**src/hw/rtl/ctm_pkg.sv**
```systemverilog
// ----------------------------------------------------------------------------
// ctm_pkg: shared types and tables for the cosine table modulator
// Mode codes, the per-item state bundle and the 128-entry cosine ROM.
// ----------------------------------------------------------------------------
package ctm_pkg;

  localparam int unsigned PhaseW   = 7;
  localparam int unsigned SampleW  = 8;
  localparam int unsigned WaveW    = 8;
  localparam int unsigned BitsW    = 4;
  localparam int unsigned RomDepth = 128;

  localparam logic [WaveW-1:0]   WaveMid    = 8'd128;
  localparam logic [WaveW-1:0]   AmOffset   = 8'd127;
  localparam logic [PhaseW:0]    FskStepOne = 8'd12;
  localparam logic [PhaseW:0]    FskStepZro = 8'd1;
  localparam logic [BitsW-1:0]   BitsPerByte = 4'd8;

  typedef enum logic [1:0] {
    MODE_AM  = 2'd0,
    MODE_FM  = 2'd1,
    MODE_ASK = 2'd2,
    MODE_FSK = 2'd3
  } mode_e;

  typedef struct packed {
    logic [PhaseW-1:0]  phase;
    logic [SampleW-1:0] data_bits;
    logic [BitsW-1:0]   bits_left;
  } ctm_state_t;

  typedef struct packed {
    logic [WaveW-1:0] wave;
    logic             byte_taken;
  } ctm_result_t;

  localparam logic [WaveW-1:0] CosRom [RomDepth] = '{
    8'd255, 8'd254, 8'd254, 8'd253, 8'd252, 8'd250, 8'd248, 8'd246,
    8'd244, 8'd241, 8'd238, 8'd235, 8'd231, 8'd228, 8'd224, 8'd220,
    8'd216, 8'd211, 8'd207, 8'd202, 8'd197, 8'd192, 8'd187, 8'd181,
    8'd176, 8'd170, 8'd165, 8'd159, 8'd153, 8'd147, 8'd141, 8'd135,
    8'd129, 8'd123, 8'd117, 8'd111, 8'd105, 8'd99,  8'd93,  8'd87,
    8'd82,  8'd76,  8'd71,  8'd66,  8'd61,  8'd56,  8'd52,  8'd47,
    8'd43,  8'd39,  8'd36,  8'd32,  8'd29,  8'd26,  8'd24,  8'd21,
    8'd19,  8'd17,  8'd16,  8'd14,  8'd13,  8'd12,  8'd12,  8'd11,
    8'd11,  8'd11,  8'd12,  8'd12,  8'd13,  8'd14,  8'd16,  8'd17,
    8'd19,  8'd21,  8'd24,  8'd26,  8'd29,  8'd32,  8'd36,  8'd39,
    8'd43,  8'd47,  8'd52,  8'd56,  8'd61,  8'd66,  8'd71,  8'd76,
    8'd82,  8'd87,  8'd93,  8'd99,  8'd105, 8'd111, 8'd117, 8'd123,
    8'd129, 8'd135, 8'd141, 8'd147, 8'd153, 8'd159, 8'd165, 8'd170,
    8'd176, 8'd181, 8'd187, 8'd192, 8'd197, 8'd202, 8'd207, 8'd211,
    8'd216, 8'd220, 8'd224, 8'd228, 8'd231, 8'd235, 8'd238, 8'd241,
    8'd244, 8'd246, 8'd248, 8'd250, 8'd252, 8'd253, 8'd254, 8'd254
  };

endpackage

```
**src/hw/rtl/ctm_step.sv**
```systemverilog
// ----------------------------------------------------------------------------
// ctm_step: one modulator step
// Computes the output sample and the next phase/data state for one request.
// ----------------------------------------------------------------------------
module ctm_step
  import ctm_pkg::*;
(
  input  mode_e               mode_i,
  input  ctm_state_t          state_i,
  input  logic [SampleW-1:0]  sample_i,
  output ctm_state_t          state_o,
  output ctm_result_t         result_o
);

  logic                 load;
  logic [SampleW-1:0]   data_eff;
  logic [BitsW-1:0]     bits_eff;
  logic [WaveW-1:0]     cos_cur;
  logic [WaveW-1:0]     cos_fm;
  logic [WaveW-1:0]     cos_fsk;
  logic signed [8:0]    cos_centered;
  logic signed [17:0]   am_prod;
  logic signed [17:0]   am_shift;
  logic [PhaseW:0]      inc_sum;
  logic [PhaseW:0]      fm_sum;
  logic [PhaseW:0]      fsk_sum;
  logic [SampleW-1:0]   data_shift;
  logic [BitsW-1:0]     bits_dec;

  // load a new byte once the previous one has gone out
  assign load     = (state_i.bits_left == '0);
  assign data_eff = load ? sample_i : state_i.data_bits;
  assign bits_eff = load ? BitsPerByte : state_i.bits_left;

  assign cos_cur      = CosRom[state_i.phase];
  assign cos_centered = $signed({1'b0, cos_cur}) - 9'sd128;
  assign am_prod      = $signed({1'b0, sample_i}) * cos_centered;
  assign am_shift     = am_prod >>> 8;

  assign inc_sum = {1'b0, state_i.phase} + 8'd1;
  assign fm_sum  = {1'b0, state_i.phase} + 8'd1 + {6'd0, sample_i[7:6]};
  assign fsk_sum = {1'b0, state_i.phase} + (data_eff[0] ? FskStepOne : FskStepZro);

  assign cos_fm  = CosRom[fm_sum[PhaseW-1:0]];
  assign cos_fsk = CosRom[fsk_sum[PhaseW-1:0]];

  assign data_shift = data_eff >> 1;
  assign bits_dec   = (bits_eff != '0) ? bits_eff - 4'd1 : bits_eff;

  always_comb begin
    state_o             = state_i;
    result_o.wave       = '0;
    result_o.byte_taken = 1'b0;
    unique case (mode_i)
      MODE_AM: begin
        result_o.wave = am_shift[WaveW-1:0] + AmOffset;
        state_o.phase = inc_sum[PhaseW-1:0];
      end
      MODE_FM: begin
        result_o.wave = cos_fm;
        state_o.phase = fm_sum[PhaseW-1:0];
      end
      MODE_ASK: begin
        result_o.byte_taken = load;
        result_o.wave       = data_eff[0] ? cos_cur : WaveMid;
        state_o.phase       = inc_sum[PhaseW-1:0];
        // advance to the next bit on a phase wrap
        state_o.data_bits   = inc_sum[PhaseW] ? data_shift : data_eff;
        state_o.bits_left   = inc_sum[PhaseW] ? bits_dec : bits_eff;
      end
      MODE_FSK: begin
        result_o.byte_taken = load;
        result_o.wave       = cos_fsk;
        state_o.phase       = fsk_sum[PhaseW-1:0];
        state_o.data_bits   = fsk_sum[PhaseW] ? data_shift : data_eff;
        state_o.bits_left   = fsk_sum[PhaseW] ? bits_dec : bits_eff;
      end
      default: begin
        state_o = state_i;
      end
    endcase
  end

endmodule

```
**src/hw/rtl/cosine_table_modulator_core.sv**
```systemverilog
// ----------------------------------------------------------------------------
// cosine_table_modulator_core: AM/FM/ASK/FSK lookup-table modulator
// One 8-bit sample in, one 8-bit waveform sample out, from a cosine ROM.
// ----------------------------------------------------------------------------
// Takes one request per clock while in_stall_o is low. The whole step (one ROM
// read, one 9x9 multiply, phase add) runs in the cycle a request is accepted,
// into the result or skid register; the phase and the ASK/FSK data byte live
// in flip-flops, so consecutive requests chain without bubbles. A one-entry
// skid register behind the result register lets a request be accepted while
// the previous result is stalled; in_stall_o rises only when both are full.
// Write the mode register only while idle.
module cosine_table_modulator_core
  import ctm_pkg::*;
(
  input  logic               clk_i,
  input  logic               rst_ni,
  input  logic               cfg_we_i,
  input  logic [1:0]         cfg_wdata_i,
  input  logic               in_valid_i,
  output logic               in_stall_o,
  input  logic [SampleW-1:0] sample_i,
  output logic               out_valid_o,
  input  logic               out_stall_i,
  output logic [WaveW-1:0]   wave_o,
  output logic               byte_taken_o
);

  mode_e       mode_q;
  ctm_state_t  state_q, state_d;
  ctm_result_t res_new;
  ctm_result_t out_q, skid_q;
  logic        out_valid_q, skid_valid_q;
  logic        in_accept, out_take;

  ctm_step u_step (
    .mode_i   (mode_q),
    .state_i  (state_q),
    .sample_i (sample_i),
    .state_o  (state_d),
    .result_o (res_new)
  );

  assign in_stall_o   = skid_valid_q;
  assign in_accept    = in_valid_i && !skid_valid_q;
  assign out_take     = out_valid_q && !out_stall_i;
  assign out_valid_o  = out_valid_q;
  assign wave_o       = out_q.wave;
  assign byte_taken_o = out_q.byte_taken;

  always_ff @(posedge clk_i or negedge rst_ni) begin
    if (!rst_ni) begin
      mode_q  <= MODE_AM;
      state_q <= '0;
    end else begin
      if (cfg_we_i) begin
        mode_q <= mode_e'(cfg_wdata_i);
      end
      if (in_accept) begin
        state_q <= state_d;
      end
    end
  end

  always_ff @(posedge clk_i or negedge rst_ni) begin
    if (!rst_ni) begin
      out_valid_q  <= 1'b0;
      skid_valid_q <= 1'b0;
    end else if (skid_valid_q) begin
      if (out_take) begin
        skid_valid_q <= 1'b0;
      end
    end else if (in_accept) begin
      if (out_valid_q && !out_take) begin
        skid_valid_q <= 1'b1;
      end else begin
        out_valid_q <= 1'b1;
      end
    end else if (out_take) begin
      out_valid_q <= 1'b0;
    end
  end

  // payload: drain skid first, then take new results
  always_ff @(posedge clk_i) begin
    if (skid_valid_q) begin
      if (out_take) begin
        out_q <= skid_q;
      end
    end else if (in_accept) begin
      if (out_valid_q && !out_take) begin
        skid_q <= res_new;
      end else begin
        out_q <= res_new;
      end
    end
  end

`ifndef SYNTHESIS
  a_skid_implies_out: assert property (@(posedge clk_i) disable iff (!rst_ni)
    skid_valid_q |-> out_valid_q)
    else $error("skid holds a result while the output register is empty");

  a_bits_left_range: assert property (@(posedge clk_i) disable iff (!rst_ni)
    state_q.bits_left <= BitsPerByte)
    else $error("bit counter beyond one byte");

  a_accept_shows: assert property (@(posedge clk_i) disable iff (!rst_ni)
    (in_accept && !out_valid_q) |=> out_valid_o)
    else $error("accepted request did not reach the output");

  a_skid_drains: assert property (@(posedge clk_i) disable iff (!rst_ni)
    (skid_valid_q && out_take) |=> (out_valid_q && !skid_valid_q))
    else $error("skid did not move into the output register");
`endif

endmodule

```
**config.mk**
```make
export PLATFORM = sky130hd
export DESIGN_NAME = cosine_table_modulator_core
export DESIGN_NICKNAME = d
export VERILOG_FILES = /design/src/hw/rtl/ctm_pkg.sv /design/src/hw/rtl/ctm_step.sv /design/src/hw/rtl/cosine_table_modulator_core.sv
export SDC_FILE = /design/constraint.sdc
export NUM_CORES = 1
export LEC_CHECK = 0
export ABC_CLOCK_PERIOD_IN_PS = 22100
export BUFFER_PORTS_ARGS = -buffer_cell sky130_fd_sc_hd__buf_2
export CAP_MARGIN = 20
export CELL_PAD_IN_SITES_DETAIL_PLACEMENT = 1
export CELL_PAD_IN_SITES_GLOBAL_PLACEMENT = 1
export CORE_UTILIZATION = 40
export DETAILED_ROUTE_END_ITERATION = 6
export GPL_TIMING_DRIVEN = 0
export HOLD_SLACK_MARGIN = 0.06
export PLACE_DENSITY = 0.79
export SETUP_SLACK_MARGIN = 0.5
export SLEW_MARGIN = 25
export SYNTH_ARGS = -nofsm -noshare
export SYNTH_HDL_FRONTEND = slang
export SYNTH_SLANG_ARGS = --single-unit
```
**constraint.sdc**
```tcl
create_clock -name clk_i -period 22.1 [get_ports clk_i]
set_clock_uncertainty 0.15 [all_clocks]
set_input_delay 4.42 -clock clk_i [delete_from_list [all_inputs] [get_ports clk_i]]
set_output_delay 4.42 -clock clk_i [all_outputs]
set_load 0.1 [all_outputs]
```
==> results.yml, run 1 <==
clocking:
  numCtsBuffers: 5
  ctsRootBufferMaster: "clkbuf_16"
  cts.repair.resized: 0
  htreeDepth: 2
  clock_latency_ns: 0.29
  cts.sinks: 41
  cts_setup_buffers: 0
  cts_buffer_depth: 2
  cts_tree: "done"
  clkTransAtPathRegs_ns: 0.06
  hold_buffers: 0
grt:
  grt_pass1_vias: 9923
  grt_use_total_pct: 29.5
  grt_pass1_wl_um: 55600
  grt_max_degree: 24
  overflow: 0
  antenna_found_initial: 0
sta:
  grt_setup_unrepaired: "false"
  fin_tns_setup_ns: 0
  setup_ws_ns: 10.93
  max_freq_ghz: 0.0895
  timing.final.crit_period_ns: 11.17
  worstMarginPinSlew_ns: 1.06
  relSlewSlack_pct: 29.3
  finalSetupViolations: 0
  post-route-period-util_pct: 50.5
  slew_viol_final: 0
  final_hold_viol_count: 0
route:
  drt_wl_total_um: 34400
  vias: 9767
  drc: 0
  dr.pass1.iters: 7
  vias_per_cell: 6.46
  initialDrtViolationCount: 834
  postRouteAntennaNets: 0
  wire_per_inst_um: 22.8
logic_synthesis:
  synth_ff_type: "dfrtp_1"
  ys_top_cells_by_area: "ha_1 11%, fa_1 9.4%, dfrtp_1 6.3%, edfxtp_1 5.9%, o21ai_0 5.0%"
  synthCells: 1200
  yosysSeqAreaShare_pct: 12.2
  avgSynthCellArea_sq_um: 7.61
  synth_edf_count: 18
  ys_warn_count: 0
  ys_types: 90
  yosys.area.top_type: "ha_1"
  synth_top_area_share_pct: 11.4
  ys_async_sr_fraction_pct: 56.1
  synth-seq-cells: 41
  synthesis.area_sq_um: 9130
  syn-num-nets: 1341
min_path:
  hold_depth: 2
  worstHoldPathType: "reg -> reg"
  min_delay_worst_endpoint: "state_q[11]"
  worstHoldStart: "state_q[11]"
worst_setup_path:
  crit_type: "in -> reg"
  cp-end-kind: "flip-flop"
  start_kind: "primary input"
  ff2ff_path_depth: 28
  path_max_fanout: 10
  path_common_cell: "fa_1"
  max_stage_delay_ns: 0.56
  required_ns: 21.98
  rr_endpoint: "wave_o[7]"
  crit_chain: "buf_2 -> clkbuf_1 -> and2_1 -> fa_1 -> inv_1 -> fa_1 -> inv_1 -> fa_1 -> fa_1 -> inv_1 -> fa_1 -> inv_1 -> ha_1 -> and2_1 -> a221o_1 -> a21o_1 -> and2_1 -> nor4_1 -> o2111ai_2 -> o311ai_2 -> nor3_1 -> or3b_1"
  reg2reg_slack_ns: 12.07
  rr_startpoint: "state_q[13]"
  cp.arrival_ns: 11.05
  critPathSlowestCell: "fa_1"
finish:
  fin_nets: 1373
  area_growth_pct: 6.85
  final_common_cell: "nand2_1"
  nFillCells: 2800
  drive_gt1_share_pct: 8.60
  register_area_sq_um: 1120
  final_util_pct: 44.2
  multi_input_area_sq_um: 7300
  n_antenna_cell: 0
  final_cell_mix: "120 x nand2_1, 92 x o21ai_0, 91 x nor2_1"
floorplan:
  initial_core_util_pct: 41.3
  die_w_um: 153
  die_y_um: 153
  dieArea_sq_um: 23400
  core_sq_um: 22100
  row_count: 54
  ioPinCount: 26
job:
  drv_cap: 0
placement:
  gp_congestion: 0.970
  pre_cts_ws_ns: 10.84
  hpwl_um: 25800
  io_buffers: 25
outcome:
  outcome: "finished clean"
worst max path at each step:
stage / startpoint / endpoint / slack, ns / cells past startpoint
floorplan: sample_i[5] / skid_q[8] / 11.57 / 21
global placement: sample_i[5] / wave_o[7] / 10.91 / 22
detailed placement: sample_i[4] / wave_o[7] / 10.84 / 22
CTS: sample_i[4] / wave_o[7] / 11.01 / 22
global route: sample_i[5] / wave_o[7] / 10.75 / 22
finish: sample_i[5] / wave_o[7] / 10.93 / 22
synth_stat cells (24+ instances only):
library cell and instances:
nor2_1 91, nand3_1 38, and2_1 41, ha_1 83, o21ai_0 92, clkbuf_1 67, xnor2_1 25, nand2_1 120
fa_1 43, a21oi_1 88, inv_1 66, nor3_1 24, o211ai_1 36
metal layers:
metal | GRT usage [%] | wire length [um]
met1 | 40.1 | 14800
met3 | 3.32 | 2370
met2 | 48.8 | 16300
met5 | 0 | 0
met4 | 8.99 | 1010
worst max-delay path, delay by kind of cell:
| family | cells | cell delay [ns] |
|---|---|---|
| simple gates | 6 | 1.62 |
| buf+inv | 6 | 0.57 |
| fa+ha+maj | 6 | 3.00 |
| compound gates | 4 | 1.40 |
area by class of cell:
class / count / share of cell area (%)
clock inverters: 3 / 0.167
flip-flops and latches: 41 / 11.4
repair buffers: 25 / 1.28
well taps: 280 / 3.59
plain buffers: 102 / 4.65
clock buffers: 5 / 1.28
inverters: 73 / 2.81
multi-input cells: 984 / 74.8
metrics by stage:
stage	hold WS [ns]	instances	cell area (sq um)
final	0.325	1513	9760
after detailed placement	0.314	1505	9610
after global placement	0.295	1505	9610
after CTS	0.328	1513	9750
after floorplan	0.285	1200	9130
after global routing	0.366	1513	9760
kinds of logic after synthesis:
| kind of cell | share of synthesized area (%) |
|---|---|
| adders and majority gates | 20.8 |
| and+or+nand+nor | 21.8 |
| AOI/OAI and AO/OA | 28.4 |
| xor gates and xnor gates | 3.16 |
| muxes | 5.67 |
| buffers and inverters | 7.97 |
| DFF | 12.2 |
state kept, by name, summed over array words and instances, names as in the netlist:
register      cells
skid_q            9
mode_q            2
state_q          19
out_valid_o       1
byte_taken_o      1
wave_o            8
in_stall_o        1
Power of run 1 is not shown: default switching activity piles up to over one toggle a cycle in this logic, so the estimate is an artifact.
==> inputs of run 2 (changes only) <==
--- a/config.mk
+++ b/config.mk
@@ -5,7 +5,7 @@
 export SDC_FILE = /design/constraint.sdc
 export NUM_CORES = 1
 export LEC_CHECK = 0
-export ABC_CLOCK_PERIOD_IN_PS = 22100
+export ABC_CLOCK_PERIOD_IN_PS = 9760
 export BUFFER_PORTS_ARGS = -buffer_cell sky130_fd_sc_hd__buf_2
 export CAP_MARGIN = 20
 export CELL_PAD_IN_SITES_DETAIL_PLACEMENT = 1
@@ -14,7 +14,7 @@
 export DETAILED_ROUTE_END_ITERATION = 6
 export GPL_TIMING_DRIVEN = 0
 export HOLD_SLACK_MARGIN = 0.06
-export PLACE_DENSITY = 0.79
+export PLACE_DENSITY = 0.82
 export SETUP_SLACK_MARGIN = 0.5
 export SLEW_MARGIN = 25
 export SYNTH_ARGS = -nofsm -noshare
==> constraint.sdc (replaced) <==
create_clock -name clk_i -period 9.76 [get_ports clk_i]
set_clock_uncertainty 0.15 [all_clocks]
set_input_delay 1.952 -clock clk_i [delete_from_list [all_inputs] [get_ports clk_i]]
set_output_delay 1.952 -clock clk_i [all_outputs]
set_load 0.1 [all_outputs]
==> results.yml, run 2 (synthesis gave the netlist of run 1 again) <==
sta:
  post-route-period-util_pct: 91.6
  slew_viol_final: 0
  grt_setup_unrepaired: "false"
  final_hold_viol_count: 0
  relSlewSlack_pct: 26.8
  finalSetupViolations: 0
  timing.final.crit_period_ns: 8.94
  worstMarginPinSlew_ns: 1.09
  max_freq_ghz: 0.112
route:
  postRouteAntennaNets: 0
  vias: 9900
  dr.pass1.iters: 5
  drc: 0
  wire_per_inst_um: 23.2
  vias_per_cell: 6.50
  initialDrtViolationCount: 856
  drt_wl_total_um: 35300
worst_setup_path:
  critPathSlowestCell: "nor3_1"
  path_max_fanout: 10
  max_stage_delay_ns: 0.86
  start_kind: "flip-flop"
  required_ns: 9.65
  worst-path-buf-inv: 6
  path_common_cell: "fa_1"
  cp.arrival_ns: 8.84
  cp-end-kind: "flip-flop"
  crit_type: "reg -> reg"
  critPathTopFamily: "adder cells"
clocking:
  ctsRootBufferMaster: "clkbuf_16"
  numCtsBuffers: 5
  cts.sinks: 41
  hold_buffers: 0
  cts_tree: "done"
  cts_buffer_depth: 2
  clkTransAtPathRegs_ns: 0.07
  htreeDepth: 2
  clock_latency_ns: 0.29
grt:
  grtUsageMet3_pct: 3.23
  grt_use_total_pct: 29.9
  use_met2_pct: 50.5
  top_usage_layer: "met2"
  grt_pass1_wl_um: 56600
  overflow: 0
  grt_max_degree: 24
  antenna_found_initial: 1
  grt_util_met1_pct: 39.8
  grt_pass1_vias: 10154
finish:
  nFillCells: 2759
  largest_reg_flops: 19
  drive_gt1_share_pct: 10.5
  final_common_cell: "nand2_1"
  stdcell_area_sq_um: 9950
  area_growth_pct: 8.92
  regMostFlops: "state_q"
  fin_nets: 1382
  n_antenna_cell: 0
  final_cell_mix: "120 x nand2_1, 91 x nor2_1, 90 x o21ai_0"
floorplan:
  initial_core_util_pct: 41.3
  die_w_um: 153
  core_sq_um: 22100
  row_count: 54
  die_y_um: 153
  ioPinCount: 26
  dieArea_sq_um: 23400
placement:
  hpwl_um: 26300
  gp_congestion: 0.964
  io_buffers: 25
  dpl_cell_area_sq_um: 9610
min_path:
  worstHoldPathType: "reg -> reg"
job:
  drv_cap: 0
outcome:
  outcome: "finished clean"
run 2: final cells by class:
cell class	count	area, sq um	share of cell area (%)
Multi-Input combinational cell	984	7370	74.1
Tap cell	280	350	3.52
Clock buffer	6	150	1.51
Inverter	73	278	2.79
Clock inverter	2	15.0	0.151
Sequential cell	41	1120	11.2
Timing Repair Buffer	34	193	1.94
Buffer	102	469	4.72
run 2: routing by layer:
layer,vias up,routed length (um)
li1,4443,-
met1,4892,14900
met2,487,16800
met3,78,2600
met4,0,1050
met5,-,0
run 2: worst paths after layout:
| kind | startpoint | end | slack [ns] | cells after the start |
|---|---|---|---|---|
| max in group asynchronous | rst_ni | state_q[13] | 7.52 | 1 |
| setup reg to reg | state_q[13] | skid_q[8] | 0.82 | 27 |
| min in group asynchronous | rst_ni | state_q[6] | 1.51 | 1 |
| hold reg to reg | state_q[4] | state_q[4] | 0.37 | 2 |
| hold / removal | state_q[4] | state_q[4] | 0.37 | 2 |
| setup / recovery | state_q[13] | skid_q[8] | 0.82 | 27 |
run 2: what timing repair did:
action / CTS / global route
endpoints found under the setup margin: 12 / 12
pin swaps: 0 / 2
buffers inserted: 2 / 7
hold endpoints to repair: 0 / 0
resized for setup: 8 / 23
run 2: stage by stage:
step           std cells  TNS [ns]  util, %  worst slack (ns)  hold WS (ns)
2_1_floorplan       1200         0        -              1.47         0.285
3_3_place_gp        1505         0     43.5             0.126         0.299
3_5_place_dp        1505   -0.0264     43.5           -0.0264         0.348
4_1_cts             1515         0     44.4             0.539         0.363
5_1_grt             1522         0     45.0             0.521         0.398
6_report            1522         0     45.0             0.816         0.374
run 2: worst register-to-register path, delay by kind of cell, from the launching register on:
family                   cells  cell delay (ns)
AO/OA/AOI/OAI                8             2.12
adder cells (fa/ha/maj)      7             2.99
buffers and inverters        6             0.87
flip-flops                   1             0.47
AND/OR/NAND/NOR              6             2.09
Power of run 2 is left out for the same reason.
